### src/sv/esc_pkg.sv
`default_nettype none
// ----------------------------------------------------------------------------
// esc_pkg
// Shared types, constants and helper functions for the environment sensor
// compensation pipeline.
// ----------------------------------------------------------------------------
package esc_pkg;

  localparam int unsigned IndexW = 3;
  localparam int unsigned CfgW   = 64;

  localparam logic [IndexW-1:0] RegTemperature = 3'd0;
  localparam logic [IndexW-1:0] RegPressureA   = 3'd1;
  localparam logic [IndexW-1:0] RegPressureB   = 3'd2;
  localparam logic [IndexW-1:0] RegHumidity    = 3'd3;
  localparam logic [IndexW-1:0] RegGasRange    = 3'd4;

  localparam logic [31:0] PresOffset   = 32'd64000;
  localparam logic [31:0] PresFull     = 32'd1048576;
  localparam logic [31:0] PresScale    = 32'd3125;
  localparam logic [31:0] PresUnity    = 32'd32768;
  localparam logic [31:0] TempRound    = 32'd128;
  localparam logic [31:0] TempScale    = 32'd5;
  localparam logic [31:0] HumUnity     = 32'd16384;
  localparam logic [31:0] HumScale     = 32'd1000;
  localparam logic [31:0] Recip100     = 32'h51EB851F;
  localparam logic [10:0] GasBase      = 11'd1340;
  localparam logic [10:0] GasErrScale  = 11'd5;
  localparam logic [27:0] GasOffset    = 28'd16777216;

  typedef struct packed {
    logic [19:0] raw_temperature;
    logic [19:0] raw_pressure;
    logic [15:0] raw_humidity;
    logic [9:0]  raw_gas;
    logic [3:0]  gas_adc_range;
  } sample_t;

  typedef struct packed {
    logic signed [31:0] temperature_centi;
    logic signed [31:0] pressure_pa;
    logic signed [31:0] humidity_milli;
    logic signed [31:0] gas_ohms;
    logic               divide_error;
  } result_t;

  // one restoring division lane: partial remainder, dividend/quotient shift, divisor
  typedef struct packed {
    logic [31:0] rem;
    logic [31:0] num;
    logic [31:0] dvs;
  } div_t;

  function automatic logic [31:0] asr(input logic [31:0] x, input int unsigned s);
    return 32'($signed(x) >>> s);
  endfunction

  function automatic logic [31:0] mul(input logic [31:0] a, input logic [31:0] b);
    logic [31:0] p;
    p = a * b;
    return p;
  endfunction

  function automatic logic [31:0] sx8(input logic [7:0] x);
    return {{24{x[7]}}, x};
  endfunction

  function automatic logic [31:0] sx16(input logic [15:0] x);
    return {{16{x[15]}}, x};
  endfunction

  // magnitude of x / 100, truncated; sign handled by caller
  function automatic logic [31:0] div100_mag(input logic [31:0] x);
    logic [31:0] m;
    logic [63:0] p;
    m = x[31] ? 32'(-x) : x;
    p = {32'd0, m} * {32'd0, Recip100};
    return {5'd0, p[63:37]};
  endfunction

  function automatic logic [31:0] gas_tab1(input logic [3:0] r);
    logic [31:0] v;
    case (r)
      4'd5, 4'd13: v = 32'd2126008810;
      4'd7:        v = 32'd2130303777;
      4'd10:       v = 32'd2143188679;
      4'd11:       v = 32'd2136746228;
      default:     v = 32'd2147483647;
    endcase
    return v;
  endfunction

  function automatic logic [31:0] gas_tab2(input logic [3:0] r);
    logic [31:0] v;
    case (r)
      4'd0:    v = 32'd4096000000;
      4'd1:    v = 32'd2048000000;
      4'd2:    v = 32'd1024000000;
      4'd3:    v = 32'd512000000;
      4'd4:    v = 32'd255744255;
      4'd5:    v = 32'd127110228;
      4'd6:    v = 32'd64000000;
      4'd7:    v = 32'd32258064;
      4'd8:    v = 32'd16016016;
      4'd9:    v = 32'd8000000;
      4'd10:   v = 32'd4000000;
      4'd11:   v = 32'd2000000;
      4'd12:   v = 32'd1000000;
      4'd13:   v = 32'd500000;
      4'd14:   v = 32'd250000;
      default: v = 32'd125000;
    endcase
    return v;
  endfunction

endpackage
`default_nettype wire

### src/sv/esc_div_step.sv
`default_nettype none
// ----------------------------------------------------------------------------
// esc_div_step
// One restoring division step: shift in the next dividend bit, subtract the
// divisor when it fits, and shift the quotient bit in.
// ----------------------------------------------------------------------------
module esc_div_step (
  input  wire esc_pkg::div_t d,
  output esc_pkg::div_t      q
);

  logic [32:0] trial;
  logic [32:0] diff;
  logic        fits;

  assign trial = {d.rem, d.num[31]};
  assign diff  = trial - {1'b0, d.dvs};
  assign fits  = trial >= {1'b0, d.dvs};

  assign q.rem = fits ? diff[31:0] : trial[31:0];
  assign q.num = {d.num[30:0], fits};
  assign q.dvs = d.dvs;

endmodule
`default_nettype wire

### config.mk
export PLATFORM = sky130hd
export DESIGN_NAME = esc_div_step
export DESIGN_NICKNAME = d
export VERILOG_FILES = /design/src/sv/esc_pkg.sv /design/src/sv/esc_div_step.sv
export SDC_FILE = /design/constraint.sdc
export NUM_CORES = 1
export LEC_CHECK = 0
export BUFFER_PORTS_ARGS = -buffer_cell sky130_fd_sc_hd__buf_4
export CAP_MARGIN = 30
export CORE_ASPECT_RATIO = 0.75
export CORE_MARGIN = 2
export CORE_UTILIZATION = 44
export DETAILED_ROUTE_END_ITERATION = 8
export PLACE_DENSITY = 0.83
export SYNTH_ARGS = -nofsm -noshare
export SYNTH_HDL_FRONTEND = slang
export SYNTH_SLANG_ARGS = --single-unit
### constraint.sdc
create_clock -name vclk -period 4.25
set_clock_uncertainty 0.15 [all_clocks]
set_input_delay 0.6375 -clock vclk [all_inputs]
set_output_delay 0.6375 -clock vclk [all_outputs]
set_load 0.01 [all_outputs]
# Yosys cells after proc, flatten, opt, wreduce, memory -nomap -nowiden
# Index checks and enable logic that the tools add are counted.
[op_classes] magnitude_cmp=1 add_sub_neg=1 n_mux=1
[ops] op="33-bit by 32-bit >= comparator with 1-bit output" count=1
[ops] op="32-bit 2-to-1 mux" count=1
[ops] op="32-bit subtractor" count=1
[totals] word_cells=3 inputBits=96 output_inout_bits=96 register_bits=0

# Longest topological paths before layout
# Gate-level depths: netlist (run 1).
[logic_depth] word_depth=2 mapped_depth=14 ltp_nobuf=11

# Worst setup path before layout (run 1)
# Ideal clock, no wire load.
[synth_path] kind="input to output" from="input port d[7] in the netlist's numbering" to="output port q[85] in the netlist's numbering" slack_ps=405 t_arrival_ps=3057 path_buffers=2 cell_stages=13 required_ps=3462 cell_sequence="inv_1 -> ha_1 -> a21oi_2 -> a211oi_1 -> or3_4 -> nor4b_4 -> o21ai_2 -> a31oi_4 -> o21a_4 -> inv_2 -> buf_6 -> buf_12 -> mux2_4"
[synth_rtl] item="start, declared" line_no="esc_div_step.sv:8" rtl="input wire esc_pkg::div_t d,"
[synth_rtl] item="end, declared" line_no="esc_div_step.sv:9" rtl="output esc_pkg::div_t q"

==> results of run 1 <==
## through the flow
stage | instances | util
after floorplan | 387 | -
after global placement | 530 | 0.546
after detailed placement | 530 | 0.546
after CTS | 530 | 0.546
after global routing | 532 | 0.554
final | 532 | 0.554
## power by group through the flow
stage          combinational (mW)  clock [mW]  sequential [mW]
6_report                    0.638           0                0
5_1_grt                     0.698           0                0
4_1_cts                     0.628           0                0
2_1_floorplan               0.434           0                0
3_3_place_gp                0.618           0                0
3_5_place_dp                0.624           0                0
## routing by layer
metal,global-route usage,vias up
li1,-,1419
met1,0.268,1271
met2,0.360,128
met3,0.0134,10
met4,0.0156,0
met5,0,-
## area by class of cell
cell class                      count  share of cell area
Inverter                           41              0.0444
Tap cell                           81              0.0293
Timing Repair Buffer              141               0.309
Multi-Input combinational cell    269               0.617
## worst min-delay path by stage
| stage | endpoint | slack [ns] | cells after the start |
|---|---|---|---|
| after floorplan | q[0] | 1.22 | 1 |
| after global placement | q[42] | 1.13 | 0 |
| after detailed placement | q[42] | 1.13 | 0 |
| after CTS | q[42] | 1.13 | 0 |
| after global routing | q[33] | 1.13 | 0 |
| final | q[33] | 1.13 | 0 |
## logic make-up (layout without fill, tap and decap cells)
logic type	after synthesis	in the layout	share of synthesized area
xor+xnor	26	26	0.0810
buf+inv	118	182	0.252
simple gates	89	89	0.161
fa+ha+maj	33	33	0.150
mux	32	32	0.139
compound gates	89	89	0.217
## timing repair
item / 4_1_cts / 5_1_grt
resized for setup: 0 / 6
endpoints found under the hold margin: 0 / 0
setup endpoints to repair: 0 / 16
setup buffers: 0 / 2
## cell usage in the layout, fill, tap and decap left out, types with 2 or more instances in the layout
| cell | netlist | routed |
|---|---|---|
| and2_1 | 2 | 2 |
| nor3b_1 | 3 | 3 |
| mux2i_1 | 3 | 3 |
| o2111ai_1 | 2 | 2 |
| o21bai_1 | 4 | 4 |
| a31oi_1 | 5 | 5 |
| o21a_1 | 4 | 4 |
| o21ai_0 | 13 | 13 |
| buf_4 | 64 | 140 |
| nor2_1 | 23 | 23 |
| a21oi_1 | 26 | 25 |
| and3_1 | 3 | 3 |
| ha_1 | 32 | 30 |
| a221oi_1 | 2 | 2 |
| nor2b_1 | 6 | 6 |
| o211ai_1 | 3 | 3 |
| a21boi_0 | 3 | 3 |
| mux2_2 | 20 | 20 |
| inv_1 | 40 | 40 |
| nor4_1 | 2 | 2 |
| nor3_1 | 6 | 5 |
| mux2_4 | 9 | 9 |
| nand2_1 | 24 | 24 |
| nand4_1 | 9 | 9 |
| a21o_1 | 9 | 9 |
| xnor2_1 | 18 | 18 |
| xor2_1 | 8 | 8 |
| a21oi_2 | 1 | 2 |
| a31o_2 | 3 | 3 |
| nand3_1 | 7 | 7 |
| a211oi_1 | 3 | 3 |
==> impl_metrics.env, run 1 <==
export IMPL_status="finished, final reports clean"
export IMPL_io_buffer_count=130
export IMPL_max_freq_ghz=0.242
export IMPL_drive_gt1_frac=0.417
export IMPL_synth_top_area_cell="buf_4"
export IMPL_dp_hpwl_um=6270
export IMPL_top_layer="met4"
export IMPL_end_kind="output port"
export IMPL_cp_slowest_stage_delay_ns=0.50
export IMPL_grt_overflow_total=0
export IMPL_core_um2=6260
export IMPL_yosysMostFrequentCell="buf_4"
export IMPL_cp_common_cell="buf_4"
export IMPL_crit_start="d[0]"
export IMPL_route_met2_wl_um=3430
export IMPL_die_w_um=96.3
export IMPL_synthesis_area_um2=2810
export IMPL_fin_ws_ns=0.122
export IMPL_syn_inst=387
export IMPL_avgSynthCellArea_um2=7.26
export IMPL_antennaDiodeCount=0
export IMPL_hold_viol=0
export IMPL_routedWlPerCell_um=13.9
export IMPL_drt_first_pass_iters=4
export IMPL_min_delay_start="d[32]"
export IMPL_synth_area_top_cells="buf_4, ha_1, mux2_2, xnor2_1, inv_1"
export IMPL_power_density_nw_per_um2=184
export IMPL_dieArea_um2=7050
export IMPL_start_util=0.449
export IMPL_holdBufCountCts=0
export IMPL_viasPerCell=5.32
export IMPL_pwr_share_comb=1.000
export IMPL_period_needed_ns=4.13
export IMPL_path_cells="buf_4 -> ha_1 -> fa_1 -> nor2b_1 -> o31a_1 -> o21ai_0 -> o31ai_2 -> a21oi_1 -> or3b_2 -> nand3_1 -> mux2_4 -> buf_4"
export IMPL_crit_end="q[94]"
export IMPL_vias=2828
export IMPL_path_buf_inv=2
export IMPL_cap_violations=0
export IMPL_whs_ns=1.13
export IMPL_crit_fanout=4
export IMPL_drt_drc_violations_left=0
export IMPL_grt_max_degree=16
export IMPL_cp_required_ns=3.46
export IMPL_finalMaxSlewViolations=0
export IMPL_dpl_instance_area_um2=3410
export IMPL_setup_viol=0
export IMPL_die_y_um=73.2
export IMPL_grt_pass1_wl_um=11800
export IMPL_cpMaxStageDelayCell="or3b_2"
export IMPL_antenna_found_initial=0
export IMPL_seq_cell_count=0
export IMPL_pre_cts_ws_ns=0.0961
export IMPL_tightest_slew_ns=0.568
export IMPL_hp_class="in -> out"
export IMPL_fin_nets=582
export IMPL_top_level_ports=192
export IMPL_rows=25
export IMPL_synthDistinctLibCells=51
export IMPL_wl_met3_um=568
export IMPL_net_switching_power_uw=299
export IMPL_drt_total_wl_um=7380
export IMPL_p_int_uw=338
export IMPL_p_leak_nw=1.80
export IMPL_total_power_uw=638
export IMPL_seqPwrFrac=0
export IMPL_detail_route_antenna_nets=0
export IMPL_peakVddDrop_mv=0.106
export IMPL_start_kind="primary input"
export IMPL_place_congestion=0.873
export IMPL_nClkBuffers=0
export IMPL_multi_input_area_um2=2140
export IMPL_fill_cells=586
export IMPL_synth_commonest_cells="buf_4, inv_1, ha_1, a21oi_1, nand2_1"
export IMPL_final_cell_area_um2=3460
export IMPL_path_depth=12
export IMPL_min_period_over_period=0.971
export IMPL_area_growth_pct=23.2
export IMPL_ff_latch_area_um2=0
export IMPL_yosys_warnings=0
export IMPL_worstPathArrival_ns=3.34
export IMPL_setup_tns_final_ns=0
export IMPL_swShare=0.469
export IMPL_critPathKind="in -> out"
export IMPL_slew_headroom=0.616
export IMPL_pwr_share_clk=0
export IMPL_first_iter_violations=92
export IMPL_grt_pass1_vias=2714
export IMPL_yosysSeqAreaShare=0
export IMPL_syn_nets=516
export IMPL_wl_met1_um=3320
export IMPL_grt_total_usage=0.198
export IMPL_netlist_area_leader_share=0.171
export IMPL_path_delay_family="compound AO/OA/AOI/OAI gates"
Power figures use the tool's default switching activity.
==> inputs of run 2 (changes only) <==
--- a/config.mk
+++ b/config.mk
@@ -7,8 +7,7 @@
 export LEC_CHECK = 0
 export BUFFER_PORTS_ARGS = -buffer_cell sky130_fd_sc_hd__buf_4
 export CAP_MARGIN = 30
-export CORE_ASPECT_RATIO = 0.75
-export CORE_MARGIN = 2
+export CORE_ASPECT_RATIO = 0.5
 export CORE_UTILIZATION = 44
 export DETAILED_ROUTE_END_ITERATION = 8
 export PLACE_DENSITY = 0.83
==> impl_metrics.env, run 2 (synthesis gave the netlist of run 1 again) <==
export IMPL_status="finished, final reports clean"
export IMPL_setup_viol=0
export IMPL_gr_usage_met2=0.370
export IMPL_top_level_ports=192
export IMPL_power_density_nw_per_um2=183
export IMPL_drt_total_wl_um=7230
export IMPL_path_cells="buf_4 -> inv_1 -> ha_4 -> a21oi_2 -> a211oi_1 -> or3_4 -> nor4b_4 -> o21ai_2 -> a31oi_4 -> o21a_4 -> inv_2 -> buf_12 -> mux2_4 -> buf_4"
export IMPL_dp_hpwl_um=6190
export IMPL_layout_common_cells="buf_4, inv_1, ha_1"
export IMPL_min_path_cells=0
export IMPL_dieArea_um2=6730
export IMPL_nClkBuffers=0
export IMPL_cpMaxStageDelayCell="or3_4"
export IMPL_peakVddDrop_mv=0.0563
export IMPL_setup_tns_final_ns=0
export IMPL_start_kind="primary input"
export IMPL_place_congestion=0.927
export IMPL_fin_nets=585
export IMPL_busiest_layer="met2"
export IMPL_dpl_instance_area_um2=3430
export IMPL_finalMaxSlewViolations=0
export IMPL_ff_latch_area_um2=0
export IMPL_die_y_um=58.5
export IMPL_period_needed_ns=4.08
export IMPL_io_buffer_count=130
export IMPL_drt_drc_violations_left=0
export IMPL_cp_required_ns=3.46
export IMPL_drt_first_pass_iters=4
export IMPL_cp_common_cell="buf_4"
export IMPL_end_kind="output port"
export IMPL_hp_class="in -> out"
export IMPL_rsz0062_at_grt="false"
export IMPL_critPathKind="in -> out"
export IMPL_routedWlPerCell_um=13.3
export IMPL_max_freq_ghz=0.245
export IMPL_hold_viol=0
export IMPL_first_iter_violations=193
export IMPL_fill_cells=581
export IMPL_start_util=0.460
export IMPL_antennaDiodeCount=0
export IMPL_antenna_found_initial=0
export IMPL_holdBufCountCts=0
export IMPL_grt_overflow_total=0
export IMPL_grt_total_usage=0.204
export IMPL_rows=20
export IMPL_crit_fanout=15
export IMPL_tightest_slew_ns=0.527
export IMPL_p_leak_nw=1.82
export IMPL_crit_end="q[86]"
export IMPL_vias=2835
export IMPL_detail_route_antenna_nets=0
export IMPL_cp_slowest_stage_delay_ns=0.39
export IMPL_cap_violations=0
export IMPL_grt_use_met1=0.279
export IMPL_slew_headroom=0.646
export IMPL_path_buf_inv=5
export IMPL_seq_cell_count=0
export IMPL_viasPerCell=5.23
export IMPL_path_depth=14
export IMPL_gr_usage_met3=0.00721
export IMPL_final_common_cell="buf_4"
export IMPL_die_w_um=115
export IMPL_drive_gt1_frac=0.414
export IMPL_final_cell_area_um2=3500
export IMPL_whs_ns=1.13
export IMPL_area_growth_pct=24.4
export IMPL_worstPathArrival_ns=3.30
export IMPL_grt_pass1_vias=2488
export IMPL_core_um2=6110
export IMPL_crit_start="d[7]"
export IMPL_min_period_over_period=0.961
export IMPL_grt_pass1_wl_um=11300
export IMPL_grt_max_degree=16
export IMPL_path_delay_family="compound AO/OA/AOI/OAI gates"
[run 2: metrics by stage]
stage           util  setup WS, ns  total power [mW]  std cells
6_report       0.573         0.167             0.640        542
5_1_grt        0.573        0.0333             0.696        542
4_1_cts        0.563        0.0552             0.627        537
3_5_place_dp   0.563        0.0569             0.625        537
3_3_place_gp   0.563         0.111             0.615        537
2_1_floorplan      -         0.405             0.434        387
[run 2: what timing repair did]
action / CTS / global route
setup endpoints to repair: 0 / 29
setup buffers: 0 / 5
resized for setup: 0 / 3
[run 2: how the worst min path moves through the flow]
stage / start / to / slack [ns]
2_1_floorplan: d[0] / q[0] / 1.22
3_5_place_dp: d[54] / q[55] / 1.13
3_3_place_gp: d[54] / q[55] / 1.13
6_report: d[35] / q[36] / 1.13
5_1_grt: d[36] / q[37] / 1.13
4_1_cts: d[54] / q[55] / 1.13
[run 2: power breakdown]
| part | switching, mW | leakage [nW] | total (mW) | internal (mW) |
|---|---|---|---|---|
| clock network | 0 | 0 | 0 | 0 |
| registers | 0 | 0 | 0 | 0 |
| logic | 0.298 | 1.82 | 0.640 | 0.342 |
| total | 0.298 | 1.82 | 0.640 | 0.342 |
[run 2: routing by layer]
| metal | up-vias | wire [µm] |
|---|---|---|
| met5 | - | 0 |
| met4 | 0 | 86 |
| met3 | 12 | 415 |
| met2 | 106 | 3450 |
| met1 | 1289 | 3280 |
| li1 | 1428 | - |
[run 2: layout make-up]
type	count	area (µm²)	area share
inverters	41	154	0.0440
multi-input cells	269	2130	0.608
well taps	88	110	0.0315
repair buffers	144	1110	0.316
==> inputs of run 3 (changes only) <==
--- a/config.mk
+++ b/config.mk
@@ -10,7 +10,8 @@
 export CORE_ASPECT_RATIO = 0.5
 export CORE_UTILIZATION = 44
 export DETAILED_ROUTE_END_ITERATION = 8
-export PLACE_DENSITY = 0.83
+export MAX_ROUTING_LAYER = met4
+export PLACE_DENSITY = 0.91
 export SYNTH_ARGS = -nofsm -noshare
 export SYNTH_HDL_FRONTEND = slang
 export SYNTH_SLANG_ARGS = --single-unit
==> impl_metrics.env, run 3 (synthesis gave the netlist of run 1 again) <==
export IMPL_cap_violations=0
export IMPL_setup_tns_final_ns=0
export IMPL_p_leak_nw=1.80
export IMPL_first_iter_violations=150
export IMPL_multi_input_area_um2=2120
export IMPL_start_kind="primary input"
export IMPL_cp_common_cell="buf_4"
export IMPL_status="finished, final reports clean"
export IMPL_swShare=0.471
export IMPL_total_power_uw=634
export IMPL_core_um2=6110
export IMPL_critPathKind="in -> out"
export IMPL_period_needed_ns=4.12
export IMPL_vias=2887
export IMPL_p_int_uw=335
export IMPL_die_w_um=115
export IMPL_net_switching_power_uw=299
export IMPL_dp_hpwl_um=6540
export IMPL_cp_required_ns=3.46
export IMPL_pwr_share_comb=1.000
export IMPL_seqPwrFrac=0
export IMPL_end_kind="output port"
export IMPL_seq_cell_count=0
export IMPL_grt_pass1_vias=2623
export IMPL_drive_gt1_frac=0.409
export IMPL_start_util=0.460
export IMPL_setup_viol=0
export IMPL_layout_common_cells="buf_4, inv_1, ha_1"
export IMPL_grt_overflow_total=0
export IMPL_grt_pass1_wl_um=11700
export IMPL_place_congestion=0.902
export IMPL_finalMaxSlewViolations=0
export IMPL_grt_total_usage=0.217
export IMPL_power_density_nw_per_um2=184
export IMPL_drt_first_pass_iters=5
export IMPL_final_cells=538
export IMPL_die_y_um=58.5
export IMPL_tightest_slew_ns=0.507
export IMPL_pwr_share_clk=0
export IMPL_path_cells="buf_4 -> inv_1 -> ha_1 -> a21oi_2 -> a211oi_1 -> or3_4 -> nor4b_4 -> o21ai_2 -> a31oi_4 -> o21a_4 -> inv_2 -> buf_4 -> mux2_2 -> buf_4"
export IMPL_path_delay_family="compound AO/OA/AOI/OAI gates"
export IMPL_holdBufCountCts=0
export IMPL_peakVddDrop_mv=0.0656
export IMPL_whs_ns=1.13
export IMPL_top_level_ports=192
export IMPL_path_depth=14
export IMPL_max_freq_ghz=0.243
export IMPL_slew_headroom=0.657
export IMPL_antenna_found_initial=0
export IMPL_hp_class="in -> out"
export IMPL_rows=20
export IMPL_drt_drc_violations_left=0
export IMPL_crit_fanout=12
export IMPL_worstPathArrival_ns=3.33
export IMPL_fin_nets=581
export IMPL_cp_slowest_stage_delay_ns=0.39
export IMPL_min_period_over_period=0.969
export IMPL_min_path_cells=0
export IMPL_rsz0062_at_grt="false"
export IMPL_fill_cells=556
export IMPL_ff_latch_area_um2=0
export IMPL_utilization=0.564
export IMPL_drt_total_wl_um=7510
export IMPL_dieArea_um2=6730
export IMPL_grt_max_degree=18
export IMPL_nClkBuffers=0
export IMPL_path_buf_inv=5
export IMPL_routedWlPerCell_um=14.0
export IMPL_area_growth_pct=22.6
export IMPL_viasPerCell=5.37
export IMPL_io_buffer_count=130
export IMPL_hold_viol=0
export IMPL_place_inst=535
export IMPL_final_common_cell="buf_4"
export IMPL_detail_route_antenna_nets=0
export IMPL_cpMaxStageDelayCell="or3_4"
export IMPL_antennaDiodeCount=0
[run 3: cell count changes in the layout (fill, tap and decap cells not counted), sizes merged]
cell and change:
buf -4
[run 3: routing by layer]
layer  part of all wire  vias to the layer above  GRT usage
li1                   -                     1418          -
met2               0.49                      108      0.386
met3              0.070                       28     0.0278
met5                  0                        -          -
met4              0.026                        0     0.0631
met1               0.42                     1333      0.261
[run 3: cell type report]
cell class                 instances  area share
multi-input combinational        269       0.615
timing repair buffer             140       0.309
inverter                          41      0.0447
tap                               88      0.0320
[run 3: final timing paths]
check | slack (ns) | end | start
setup / recovery | 0.13 | q[78] | d[7]
hold / removal | 1.13 | q[42] | d[41]
[run 3: metrics by stage]
| step | setup WS (ns) | area [µm²] |
|---|---|---|
| finish | 0.133 | 3450 |
| global route | 0.0340 | 3450 |
| CTS | 0.0465 | 3410 |
| detailed placement | 0.0635 | 3410 |
| global placement | 0.118 | 3410 |
| floorplan | 0.405 | 2810 |
[run 3: power groups by stage]
| stage | registers, mW | logic [mW] | clock network (mW) |
|---|---|---|---|
| floorplan | 0 | 0.434 | 0 |
| global placement | 0 | 0.609 | 0 |
| detailed placement | 0 | 0.622 | 0 |
| CTS | 0 | 0.625 | 0 |
| global route | 0 | 0.685 | 0 |
| finish | 0 | 0.634 | 0 |
[run 3: what timing repair did]
action	CTS	global route
setup buffers	0	3
endpoints found under the setup margin	0	29
endpoints found under the hold margin	0	0
gates resized for setup	0	3
